[config.mk]
export PLATFORM = sky130hd
export DESIGN_NAME = zero_cross_scan_window_top
export DESIGN_NICKNAME = d
export VERILOG_FILES = /design/src/hw/rtl/zcsw_pkg.sv /design/src/hw/rtl/zcsw_in_stage.sv /design/src/hw/rtl/zcsw_core.sv /design/src/hw/rtl/zcsw_out_stage.sv /design/src/hw/rtl/zero_cross_scan_window_top.sv
export SDC_FILE = /design/constraint.sdc
export NUM_CORES = 1
export LEC_CHECK = 0
export BUFFER_PORTS_ARGS = -buffer_cell sky130_fd_sc_hd__buf_2
export CAP_MARGIN = 20
export CORE_MARGIN = 2
export CORE_UTILIZATION = 66
export CTS_BUF_LIST = sky130_fd_sc_hd__clkbuf_2 sky130_fd_sc_hd__clkbuf_4 sky130_fd_sc_hd__clkbuf_8
export DETAILED_ROUTE_END_ITERATION = 16
export GPL_TIMING_DRIVEN = 0
export PLACE_DENSITY = 0.93
export SYNTH_ARGS = -nofsm -noshare
export SYNTH_HDL_FRONTEND = slang
export SYNTH_SLANG_ARGS = --single-unit
[constraint.sdc]
create_clock -name clk_i -period 12.7 [get_ports clk_i]
set_input_delay 1.905 -clock clk_i [delete_from_list [all_inputs] [get_ports clk_i]]
set_output_delay 1.905 -clock clk_i [all_outputs]
set_load 0.005 [all_outputs]
[src/hw/rtl/zcsw_pkg.sv]
// Shared types, codes and constants of the zero-crossing scan-window timer.
`default_nettype none

package zcsw_pkg;

  localparam int unsigned COUNT_WIDTH_DEF = 16;

  localparam int unsigned IN_DATA_W  = 120;
  localparam int unsigned IN_USER_W  = 1;
  localparam int unsigned OUT_DATA_W = 56;

  localparam logic [1:0]  EXT_RELOAD   = 2'd2;
  localparam logic [15:0] STARTUP_BIAS = 16'h4000;

  typedef enum logic {
    OP_BEGIN  = 1'b0,
    OP_UPDATE = 1'b1
  } op_e;

  typedef enum logic [1:0] {
    ST_SCANNING  = 2'd0,
    ST_READY     = 2'd1,
    ST_TIMED_OUT = 2'd2
  } status_e;

  typedef enum logic [1:0] {
    ACT_WAIT   = 2'd0,
    ACT_SET    = 2'd1,
    ACT_EXTEND = 2'd2
  } action_e;

  // Operation on top, then the tdata fields from the highest bit down.
  typedef struct packed {
    op_e         operation;
    logic        initial_run_mode;
    logic        startup_mode;
    logic [15:0] period_times_four;
    logic [31:0] run_timeout;
    logic [31:0] scan_wait;
    logic        cmp_hit;
    logic [31:0] now;
  } item_t;

  typedef struct packed {
    logic [15:0] read_count;
    logic [31:0] timeout_length;
    action_e     tmr_action;
    status_e     status;
  } result_t;

  // Deadline reached when (t - due) is non-negative modulo 2^32.
  function automatic logic reached(logic [31:0] t, logic [31:0] due);
    logic [31:0] diff;
    diff = t - due;
    return ~diff[31];
  endfunction

endpackage

`default_nettype wire

[src/hw/rtl/zcsw_in_stage.sv]
// Input register: captures one word from the slave stream.
`default_nettype none

module zcsw_in_stage (
  input  logic                                 clk_i,
  input  logic                                 rst_ni,
  input  logic                                 s_axis_tvalid,
  output logic                                 s_axis_tready,
  input  logic [zcsw_pkg::IN_DATA_W-1:0]       s_axis_tdata,
  input  logic [zcsw_pkg::IN_USER_W-1:0]       s_axis_tuser,
  input  logic                                 advance_i,
  output logic                                 valid_o,
  output zcsw_pkg::item_t                      item_o
);
  import zcsw_pkg::*;

  logic  valid_q;
  logic  valid_d;
  item_t item_q;
  logic  load;

  assign s_axis_tready = ~valid_q | advance_i;
  assign load          = s_axis_tvalid & s_axis_tready;

  always_comb begin
    valid_d = valid_q;
    if (load) begin
      valid_d = 1'b1;
    end else if (advance_i) begin
      valid_d = 1'b0;
    end
  end

  always_ff @(posedge clk_i or negedge rst_ni) begin
    if (!rst_ni) begin
      valid_q <= 1'b0;
    end else begin
      valid_q <= valid_d;
    end
  end

  always_ff @(posedge clk_i) begin
    if (load) begin
      item_q <= item_t'({s_axis_tuser[0], s_axis_tdata[$bits(item_t)-2:0]});
    end
  end

  assign valid_o = valid_q;
  assign item_o  = item_q;

endmodule

`default_nettype wire

[src/hw/rtl/zcsw_core.sv]
// Window state and the single-pass begin/update logic.
`default_nettype none

module zcsw_core #(
  parameter int unsigned COUNT_WIDTH = zcsw_pkg::COUNT_WIDTH_DEF
) (
  input  logic              clk_i,
  input  logic              rst_ni,
  input  logic              advance_i,
  input  logic              fast_clock_i,
  input  zcsw_pkg::item_t   item_i,
  output zcsw_pkg::result_t result_o
);
  import zcsw_pkg::*;

  logic [31:0]            scan_due_q, scan_due_d;
  logic [31:0]            timeout_due_q, timeout_due_d;
  logic [31:0]            armed_q, armed_d;
  logic [1:0]             ext_left_q, ext_left_d;
  logic [COUNT_WIDTH-1:0] reads_q, reads_d;
  logic                   begun_q, begun_d;
  logic                   expired_q, expired_d;
  logic                   startup_q, startup_d;
  action_e                action_q, action_d;

  logic [15:0] half;
  logic [31:0] len;
  logic [31:0] reads_ext;
  logic        go;
  status_e     status;

  // Timeout length armed by a begin word.
  always_comb begin
    half = item_i.period_times_four >> 1;
    if (!fast_clock_i) begin
      half = half >> 1;
    end
    if (item_i.startup_mode) begin
      half = half + STARTUP_BIAS;
    end
    len = (item_i.startup_mode | item_i.initial_run_mode) ? {16'b0, half}
                                                          : item_i.run_timeout;
  end

  always_comb begin
    scan_due_d    = scan_due_q;
    timeout_due_d = timeout_due_q;
    armed_d       = armed_q;
    ext_left_d    = ext_left_q;
    reads_d       = reads_q;
    begun_d       = begun_q;
    expired_d     = expired_q;
    startup_d     = startup_q;
    action_d      = action_q;
    status        = ST_SCANNING;
    go            = 1'b0;

    if (item_i.operation == OP_BEGIN) begin
      scan_due_d    = item_i.now + item_i.scan_wait;
      timeout_due_d = item_i.now + len;
      armed_d       = len;
      ext_left_d    = EXT_RELOAD;
      reads_d       = '0;
      begun_d       = 1'b0;
      expired_d     = 1'b0;
      startup_d     = item_i.startup_mode;
      action_d      = ACT_WAIT;
    end else if (expired_q) begin
      status = ST_TIMED_OUT;
    end else begin
      go = 1'b1;
      if (!begun_q) begin
        if (!reached(item_i.now, scan_due_q)) begin
          go = 1'b0;
        end else begin
          begun_d    = 1'b1;
          ext_left_d = EXT_RELOAD;
          action_d   = ACT_SET;
        end
      end
      if (go) begin
        reads_d = reads_q + COUNT_WIDTH'(1);
        if (item_i.cmp_hit) begin
          status = ST_READY;
        end else if (reached(item_i.now, timeout_due_q)) begin
          // Grant the single startup extension unless the counter just wrapped.
          if (startup_q && (reads_d != '0) && (ext_left_d > 2'd1)) begin
            ext_left_d    = ext_left_d - 2'd1;
            timeout_due_d = item_i.now + armed_q;
            action_d      = ACT_EXTEND;
          end else begin
            expired_d = 1'b1;
            status    = ST_TIMED_OUT;
          end
        end
      end
    end
  end

  always_ff @(posedge clk_i or negedge rst_ni) begin
    if (!rst_ni) begin
      scan_due_q    <= '0;
      timeout_due_q <= '0;
      armed_q       <= '0;
      ext_left_q    <= EXT_RELOAD;
      reads_q       <= '0;
      begun_q       <= 1'b0;
      expired_q     <= 1'b0;
      startup_q     <= 1'b0;
      action_q      <= ACT_WAIT;
    end else if (advance_i) begin
      scan_due_q    <= scan_due_d;
      timeout_due_q <= timeout_due_d;
      armed_q       <= armed_d;
      ext_left_q    <= ext_left_d;
      reads_q       <= reads_d;
      begun_q       <= begun_d;
      expired_q     <= expired_d;
      startup_q     <= startup_d;
      action_q      <= action_d;
    end
  end

  assign reads_ext = 32'(reads_d);

  always_comb begin
    result_o.status         = status;
    result_o.tmr_action     = action_d;
    result_o.timeout_length = armed_d;
    result_o.read_count     = reads_ext[15:0];
  end

endmodule

`default_nettype wire

[src/hw/rtl/zcsw_out_stage.sv]
// Result register toward the master stream.
`default_nettype none

module zcsw_out_stage (
  input  logic                            clk_i,
  input  logic                            rst_ni,
  input  logic                            load_i,
  input  zcsw_pkg::result_t               result_i,
  output logic                            can_load_o,
  output logic                            m_axis_tvalid,
  input  logic                            m_axis_tready,
  output logic [zcsw_pkg::OUT_DATA_W-1:0] m_axis_tdata
);
  import zcsw_pkg::*;

  logic    valid_q;
  logic    valid_d;
  result_t result_q;

  // Reload when empty or when the held word leaves this cycle.
  assign can_load_o = ~valid_q | m_axis_tready;

  always_comb begin
    valid_d = valid_q;
    if (load_i) begin
      valid_d = 1'b1;
    end else if (m_axis_tready) begin
      valid_d = 1'b0;
    end
  end

  always_ff @(posedge clk_i or negedge rst_ni) begin
    if (!rst_ni) begin
      valid_q <= 1'b0;
    end else begin
      valid_q <= valid_d;
    end
  end

  always_ff @(posedge clk_i) begin
    if (load_i) begin
      result_q <= result_i;
    end
  end

  assign m_axis_tvalid = valid_q;
  assign m_axis_tdata  = {(OUT_DATA_W - $bits(result_t))'(0), result_q};

endmodule

`default_nettype wire

[src/hw/rtl/zero_cross_scan_window_top.sv]
// Zero-crossing scan-window timer: top level with configuration register.
//
// Slave stream s_axis carries begin and update words (tuser selects which);
// every accepted word yields exactly one result word on m_axis. A begin word
// arms the scan and timeout deadlines from its timestamp; update words check
// the timestamp against them with wrap-around, count comparator reads and
// report scanning, ready or timed out together with the timer action.
// The cfg channel writes fast_clock; it is always ready. The user must write
// it only while no word is in flight; the block itself does not enforce this.
// An accepted word waits in the input register; the window logic between the
// input and result registers works on it, and the result register loads the
// result once it is empty or its held word leaves. Throughput is one word per
// cycle while m_axis does not stall; the window state updates in the same
// cycle an item moves into the result register, so the next word sees it.
// When m_axis stalls, the result register holds its word and the input
// register still takes one more word, after which s_axis_tready drops.
// Reset empties both registers and returns the window state to idle with
// fast_clock cleared.
`default_nettype none

module zero_cross_scan_window_top #(
  parameter int unsigned COUNT_WIDTH = zcsw_pkg::COUNT_WIDTH_DEF
) (
  input  logic                            clk_i,
  input  logic                            rst_ni,
  input  logic                            cfg_valid_i,
  output logic                            cfg_ready_o,
  input  logic [0:0]                      cfg_data_i,     // fast_clock
  input  logic                            s_axis_tvalid,
  output logic                            s_axis_tready,
  // now[31:0], cmp_hit[32], scan_wait[64:33], run_timeout[96:65],
  // period_times_four[112:97], startup_mode[113], initial_run_mode[114]
  input  logic [zcsw_pkg::IN_DATA_W-1:0]  s_axis_tdata,
  // operation[0]
  input  logic [zcsw_pkg::IN_USER_W-1:0]  s_axis_tuser,
  output logic                            m_axis_tvalid,
  input  logic                            m_axis_tready,
  // status[1:0], tmr_action[3:2], timeout_length[35:4], read_count[51:36]
  output logic [zcsw_pkg::OUT_DATA_W-1:0] m_axis_tdata
);
  import zcsw_pkg::*;

  logic    fast_clock_q;
  logic    in_valid;
  item_t   item;
  result_t result;
  logic    out_can_load;
  logic    advance;

  assign cfg_ready_o = 1'b1;

  always_ff @(posedge clk_i or negedge rst_ni) begin
    if (!rst_ni) begin
      fast_clock_q <= 1'b0;
    end else if (cfg_valid_i) begin
      fast_clock_q <= cfg_data_i[0];
    end
  end

  assign advance = in_valid & out_can_load;

  zcsw_in_stage u_in (
    .clk_i         (clk_i),
    .rst_ni        (rst_ni),
    .s_axis_tvalid (s_axis_tvalid),
    .s_axis_tready (s_axis_tready),
    .s_axis_tdata  (s_axis_tdata),
    .s_axis_tuser  (s_axis_tuser),
    .advance_i     (advance),
    .valid_o       (in_valid),
    .item_o        (item)
  );

  zcsw_core #(
    .COUNT_WIDTH (COUNT_WIDTH)
  ) u_core (
    .clk_i        (clk_i),
    .rst_ni       (rst_ni),
    .advance_i    (advance),
    .fast_clock_i (fast_clock_q),
    .item_i       (item),
    .result_o     (result)
  );

  zcsw_out_stage u_out (
    .clk_i         (clk_i),
    .rst_ni        (rst_ni),
    .load_i        (advance),
    .result_i      (result),
    .can_load_o    (out_can_load),
    .m_axis_tvalid (m_axis_tvalid),
    .m_axis_tready (m_axis_tready),
    .m_axis_tdata  (m_axis_tdata)
  );

endmodule

`default_nettype wire

After elaboration in Yosys (flattened, before gate mapping):

Cells that the tools add are included.

* $add $sub $neg: 8
* $lt $le $gt $ge: 1
* reduce and logical (&&, ||, !) cells: 9
* muxes and demuxes: 51
* eq/ne operators: 5
* bitwise logic cells: 9

Operators with widths (count)
* $mux W32: 8
* $add A32 B32 Y32: 3
* $mux W16: 4
* $sub A32 B32 Y32: 2
* $mux W2: 23
* $add A16 B1 Y16 const B: 1
* $add A16 B15 Y16 const B: 1
* $reduce_bool A16 Y1: 1
* $mux W1: 15
* $mux W15: 1
* $ne A2 B2 Y1 const B: 3
* $reduce_and A6 Y1: 1
* $ne A2 B1 Y1 const B: 2
* $not A1 Y1: 4
* $reduce_and A2 Y1: 2
* $reduce_bool A2 Y1: 2
* $or A1 B1 Y1: 3
* $reduce_or A3 Y1: 1
* $and A1 B1 Y1: 2
* $gt A2 B1 Y1 const B: 1
* $logic_and A1 B1 Y1: 2
* $sub A2 B1 Y2 const B: 1

* logic and storage cells: 108
* output and inout port bits: 59
* bits in registers: 290
* bits of input ports: 127

Depth between registers and ports, before layout:

* word-level depth: 13
* depth in mapped cells: 18

Modules after synthesis:

From an unflattened synthesis, not the netlist that was laid out.

* cell total of the unflattened synthesis: 1498
* area total of the unflattened synthesis: 15743.8 sq um

By module, submodules not included
* zcsw_core: cells an instance 1313, area each 10506.3 sq um, times used 1
* zcsw_in_stage: cells an instance 120, area each 3537.1 sq um, times used 1
* zcsw_out_stage: cells an instance 60, area each 1642.8 sq um, times used 1
* zero_cross_scan_window_top: cells an instance 5, area each 57.6 sq um, times used 1

Least setup slack after synthesis:

No wires, ideal clock.

* kind: input port to flip-flop
* from: input m_axis_tready
* to: register u_in.item_q, in the netlist u_in.item_o[0], enable pin
* stages: 2
* arrival: 4.734 ns
* data required time: 12.212 ns
* buffers on the path: 0
* path slack: 7.478 ns
* cells stage by stage: nand3b_1 -> and2_1

* longest elaborated chain between the ends: 4

Ends and longest elaborated chain
* start, declared: RTL line zero_cross_scan_window_top.sv:37 `input logic m_axis_tready,`
* $or A1 B1 Y1: RTL line zcsw_out_stage.sv:21 `assign can_load_o = ~valid_q | m_axis_tready;`
* $and A1 B1 Y1: RTL line zero_cross_scan_window_top.sv:60 `assign advance = in_valid & out_can_load;`
* $or A1 B1 Y1: RTL line zcsw_in_stage.sv:22 `assign s_axis_tready = ~valid_q | advance_i;`
* $and A1 B1 Y1: RTL line zcsw_in_stage.sv:23 `assign load = s_axis_tvalid & s_axis_tready;`
* net u_in.load: RTL line zcsw_in_stage.sv:20 `logic load;`
* end signal, assigned: RTL line zcsw_in_stage.sv:44 `item_q <= item_t'({s_axis_tuser[0], s_axis_tdata[$bits(item_t)-2:0]});`
* end, declared: RTL line zcsw_in_stage.sv:19 `item_t item_q;`

The timed path passes the listed nets, and every way through them passes these cells.
A chain may end at the register's enable or synchronous reset.

Worst setup path after layout:

* from: register u_in.item_q, in the netlist u_in.item_o[113]
* to: register u_core.timeout_due_q[30]

* longest elaborated chain between the ends: 4
* elaborated cells on any way between the ends: 5

Ends and longest elaborated chain
* $mux W16 or $or A1 B1 Y1 (tied branches): RTL line zcsw_core.sv:38, zcsw_core.sv:41
* $mux W32 (*): RTL line zcsw_core.sv:41 `len = (item_i.startup_mode | item_i.initial_run_mode) ? {16'b0, half}`
* $add A32 B32 Y32 (*): RTL line zcsw_core.sv:60 `timeout_due_d = item_i.now + len;`
* $mux W32 (*): RTL line zcsw_core.sv:58 `if (item_i.operation == OP_BEGIN) begin`
* end signal, assigned: RTL line zcsw_core.sv:113 `timeout_due_q <= timeout_due_d;`
* end, declared: RTL line zcsw_core.sv:17 `logic [31:0] timeout_due_q, timeout_due_d;`

Mark *: on every way between the ends. The rest lies on a longest branch, timed or not.

==> key figures <==
Clock network
  • CTS Buf Count: 47
  • Clock Sinks: 289
  • Clock Tree Root: clkbuf_8
  • CTS Buffer Depth: 3
  • Worst skew pair latency: 580 ps
  • Hold-fix buffers, CTS: 0
  • Worst-path clk slew: 60 ps
  • Resize count post-CTS: 0
  • CTS tree: yes
  • Postcts setup bufs: 0
  • H-Tree Level Count: 2

Detailed routing
  • DR vias/cell: between 6 and 7
  • DRC errors left: 0
  • DRT antenna net count: 0
  • Pre-Repair DR Iteration Count: 6
  • Iter 0 DRT Violations: 1198
  • Routed length per placed instance: 19.5 um
  • Final WL: 40900 um
  • Vias post-DR: 12900

Setup path
  • Cell mode on critical path: a21oi_1
  • Critical path's slowest cell: o311ai_0
  • CP top delay family: compound AO/OA/AOI/OAI gates
  • Crit-path max FO: 10
  • Startpoint Class: register
  • Max incr delay on CP: 610 ps
  • Worst setup EP type: register
  • Crit path buf inv count: 1
  • Critical path arrival: 5660 ps
  • Data required time of the worst path: 13220 ps
  • WS Path Type: reg2reg
  • Crit path cell chain: nor2_1 > clkbuf_1 > a21oi_1 > o21ai_0 > ha_1 > a21oi_1 > nor2b_1 > a211oi_1 > a21oi_1 > o311ai_0 > a31oi_1 > o21a_1 > a311oi_1 > mux2_2

Layout
  • N_diodes: 0
  • Area Overhead vs Synth: 15.2%
  • Fin area: ~18000 um^2
  • Layout Cells excl Fill: roughly 2100
  • Share of layout cells above drive strength 1: between 15 and 20%
  • Final nets: 1997

Yosys
  • Synth Warn #: 0
  • Syn Inst Count: 1514
  • Post-synthesis register bit count: 289
  • Post-synth top flop: edfxtp_1
  • Post-synth EDFFs: 167
  • Top post-synthesis cells by area: edfxtp_1 (32%), dfrtp_1 (19%), ha_1 (9.8%), o21ai_0 (4.4%), nand2_1 (4.3%)
  • Post-synth top cells: nand2_1 (181), edfxtp_1 (167), o21ai_0 (139)
  • Area leader, netlist: edfxtp_1
  • Yosys cell types: 81
  • Synthesized area: 15800 um^2
  • Post-synth top area share: 31.7%
  • Avg Inst Size Synth: ~10 um^2
  • Post-synth ARST share: around 42%
  • Sequential share of the synthesized area: about half
  • Most frequent cell after synthesis: nand2_1

Global route
  • Met1 usage: 40.7%
  • Met3 Use GR: 6.22%
  • Vias in the first global route: 12900
  • Wire length of the first global-routing pass: roughly 65000 um
  • Initial antenna violation count: 0
  • Gr busiest metal: met2
  • Total GRT Usage: 32.3%
  • Largest net degree at the start of global routing: 68
  • GR Util met2: 54.3%
  • Global route total overflow: 0

Place
  • Placed cell count: 2014
  • Post-DP Area: about 17000 um^2
  • Port bufs: ~170
  • Post-DP HPWL: 29200 um
  • Final GP Congestion: 0.950

Run
  • Maxcap violations: 0

STA
  • Final Setup Violations: 0
  • Fin. max-slew vios: 0
  • Clock Skew: 21.8 ps
  • Hold Fails Final Rpt: 0
  • Minimum clock period: between 5000 and 6000 ps
  • RSZ-0062 raised after global routing: false
  • TNS Setup: 0 ps
  • Max_slew headroom: roughly two fifths
  • Worst-Margin Slew: 879 ps
  • Fmax: slightly below 200 MHz
  • Fin crit share: 40.5%

Floorplan
  • Chip width: 159 um
  • Core Area: around 23000 um^2
  • Die ar.: approximately 25000 um^2
  • Chip height: 159 um
  • Initial Util: 67.3%
  • IO Count: 186
  • Std cell rows: 56

Min path
  • Hold Path Class: reg2reg

Run status
  • Status: finished clean

Power
  • Pleak: 8.12 nW
  • Pwr per Cell Area: 164 nW/um^2
  • VDD IR max: 112 uV
==> where the power goes <==
group,internal (mW),leakage [nW],switching (mW)
Clock,0.487,0.545,0.383
Combinational,0.337,4.44,0.524
Sequential,1.17,3.13,0.0846
==> worst register-to-register path: cells and delay by family (launching register included) <==
kind,cells,cell delay [ps]
AO/OA/AOI/OAI,9,2850
adder cells (fa/ha/maj),1,420
AND/OR/NAND/NOR,2,590
flip-flops,1,430
multiplexers,1,210
buffers and inverters,1,600
==> placed cells by master, fill, tap and decap left out, types with 5 or more instances in the layout <==
cell      netlist  layout
nand2_1       181     181
buf_2           8     181
edfxtp_1      167     167
o21ai_0       139     139
ha_1          124     124
a21oi_1       122     122
dfrtp_1       121     121
nor2_1         92      92
inv_1          88      87
clkbuf_8        0      55
clkbuf_1       44      44
nand3_1        42      42
a21o_1         37      37
xnor2_1        36      36
mux2i_1        35      35
xor2_1         28      28
nor3_1         22      22
clkbuf_4        0      17
o21a_1         16      16
and3_1         14      14
nand4_1        13      13
o211ai_1       12      12
clkinv_2        0      11
mux2_2         10      10
o31ai_1        10      10
a211oi_1        9       9
or3_1           9       9
nand2b_1        9       9
buf_4           8       8
a31oi_1         8       8
nor2b_1         7       7
o21bai_1        7       7
nor3_2          5       5
conb_1          2       5
==> layout make-up <==
class,instances,area [um^2]
Buffer,66,304
Clock buffer,72,885
Clock inverter,16,138
Fill cell,1507,5270
Inverter,89,334
Multi-Input combinational cell,1073,7110
Sequential cell,289,8070
Tap cell,319,399
Timing Repair Buffer,178,963
==> path summary, 6_finish.rpt <==
check / slack, ps / cells past startpoint / startpoint / end
worst max-delay path: 7560 / 14 / u_in.item_o[113]$_DFFE_PP_ / u_core.timeout_due_q[30]$_DFFE_PN0P_
worst min-delay path: 480 / 2 / u_core.armed_q[12]$_DFFE_PN0P_ / u_core.armed_q[12]$_DFFE_PN0P_
worst max register to register: 7560 / 14 / u_in.item_o[113]$_DFFE_PP_ / u_core.timeout_due_q[30]$_DFFE_PN0P_
worst min register to register: 480 / 2 / u_core.armed_q[12]$_DFFE_PN0P_ / u_core.armed_q[12]$_DFFE_PN0P_
max in group asynchronous: 10650 / 2 / rst_ni / u_core.ext_left_q[1]$_DFFE_PN1P_
min in group asynchronous: 1290 / 1 / rst_ni / u_core.scan_due_q[27]$_DFFE_PN0P_
==> flip-flops by register name (all words and copies together) (netlist names), 2 cells and up <==
register,cells
u_in.item_o,115
u_out.m_axis_tdata,52
u_core.armed_q,32
u_core.scan_due_q,32
u_core.timeout_due_q,32
u_core.reads_q,16
u_core.action_q,2
u_core.ext_left_q,2
==> metal layers <==
| layer | share of wire (%) | up-vias |
|---|---|---|
| li1 | - | 5929 |
| met1 | 39 | 6142 |
| met2 | 48 | 684 |
| met3 | 8.6 | 158 |
| met4 | 4.5 | 0 |
| met5 | 0 | - |
==> through the flow <==
stage	utilization, %	power, mW	setup slack (ps)	hold slack, ps
floorplan	-	1.84	7480	438
global placement	72.8	2.04	6420	452
detailed placement	73.2	2.10	7760	471
CTS	77.6	2.97	7690	484
global route	77.6	3.14	7160	508
finish	77.6	2.98	7560	482
==> cell families (layout without fill, tap and decap cells) <==
family,Yosys count,in the layout,synth area share (%)
AOI/OAI and AO/OA,410,410,15.8
xor gates and xnor gates,64,64,3.55
adders and majority gates,126,126,10.1
buffers and inverters,155,421,4.04
DFF,289,289,51.0
muxes,46,46,3.00
other,2,5,0.0475
and+or+nand+nor,422,422,12.4
Note: power is estimated with default switching activity, not from simulation.
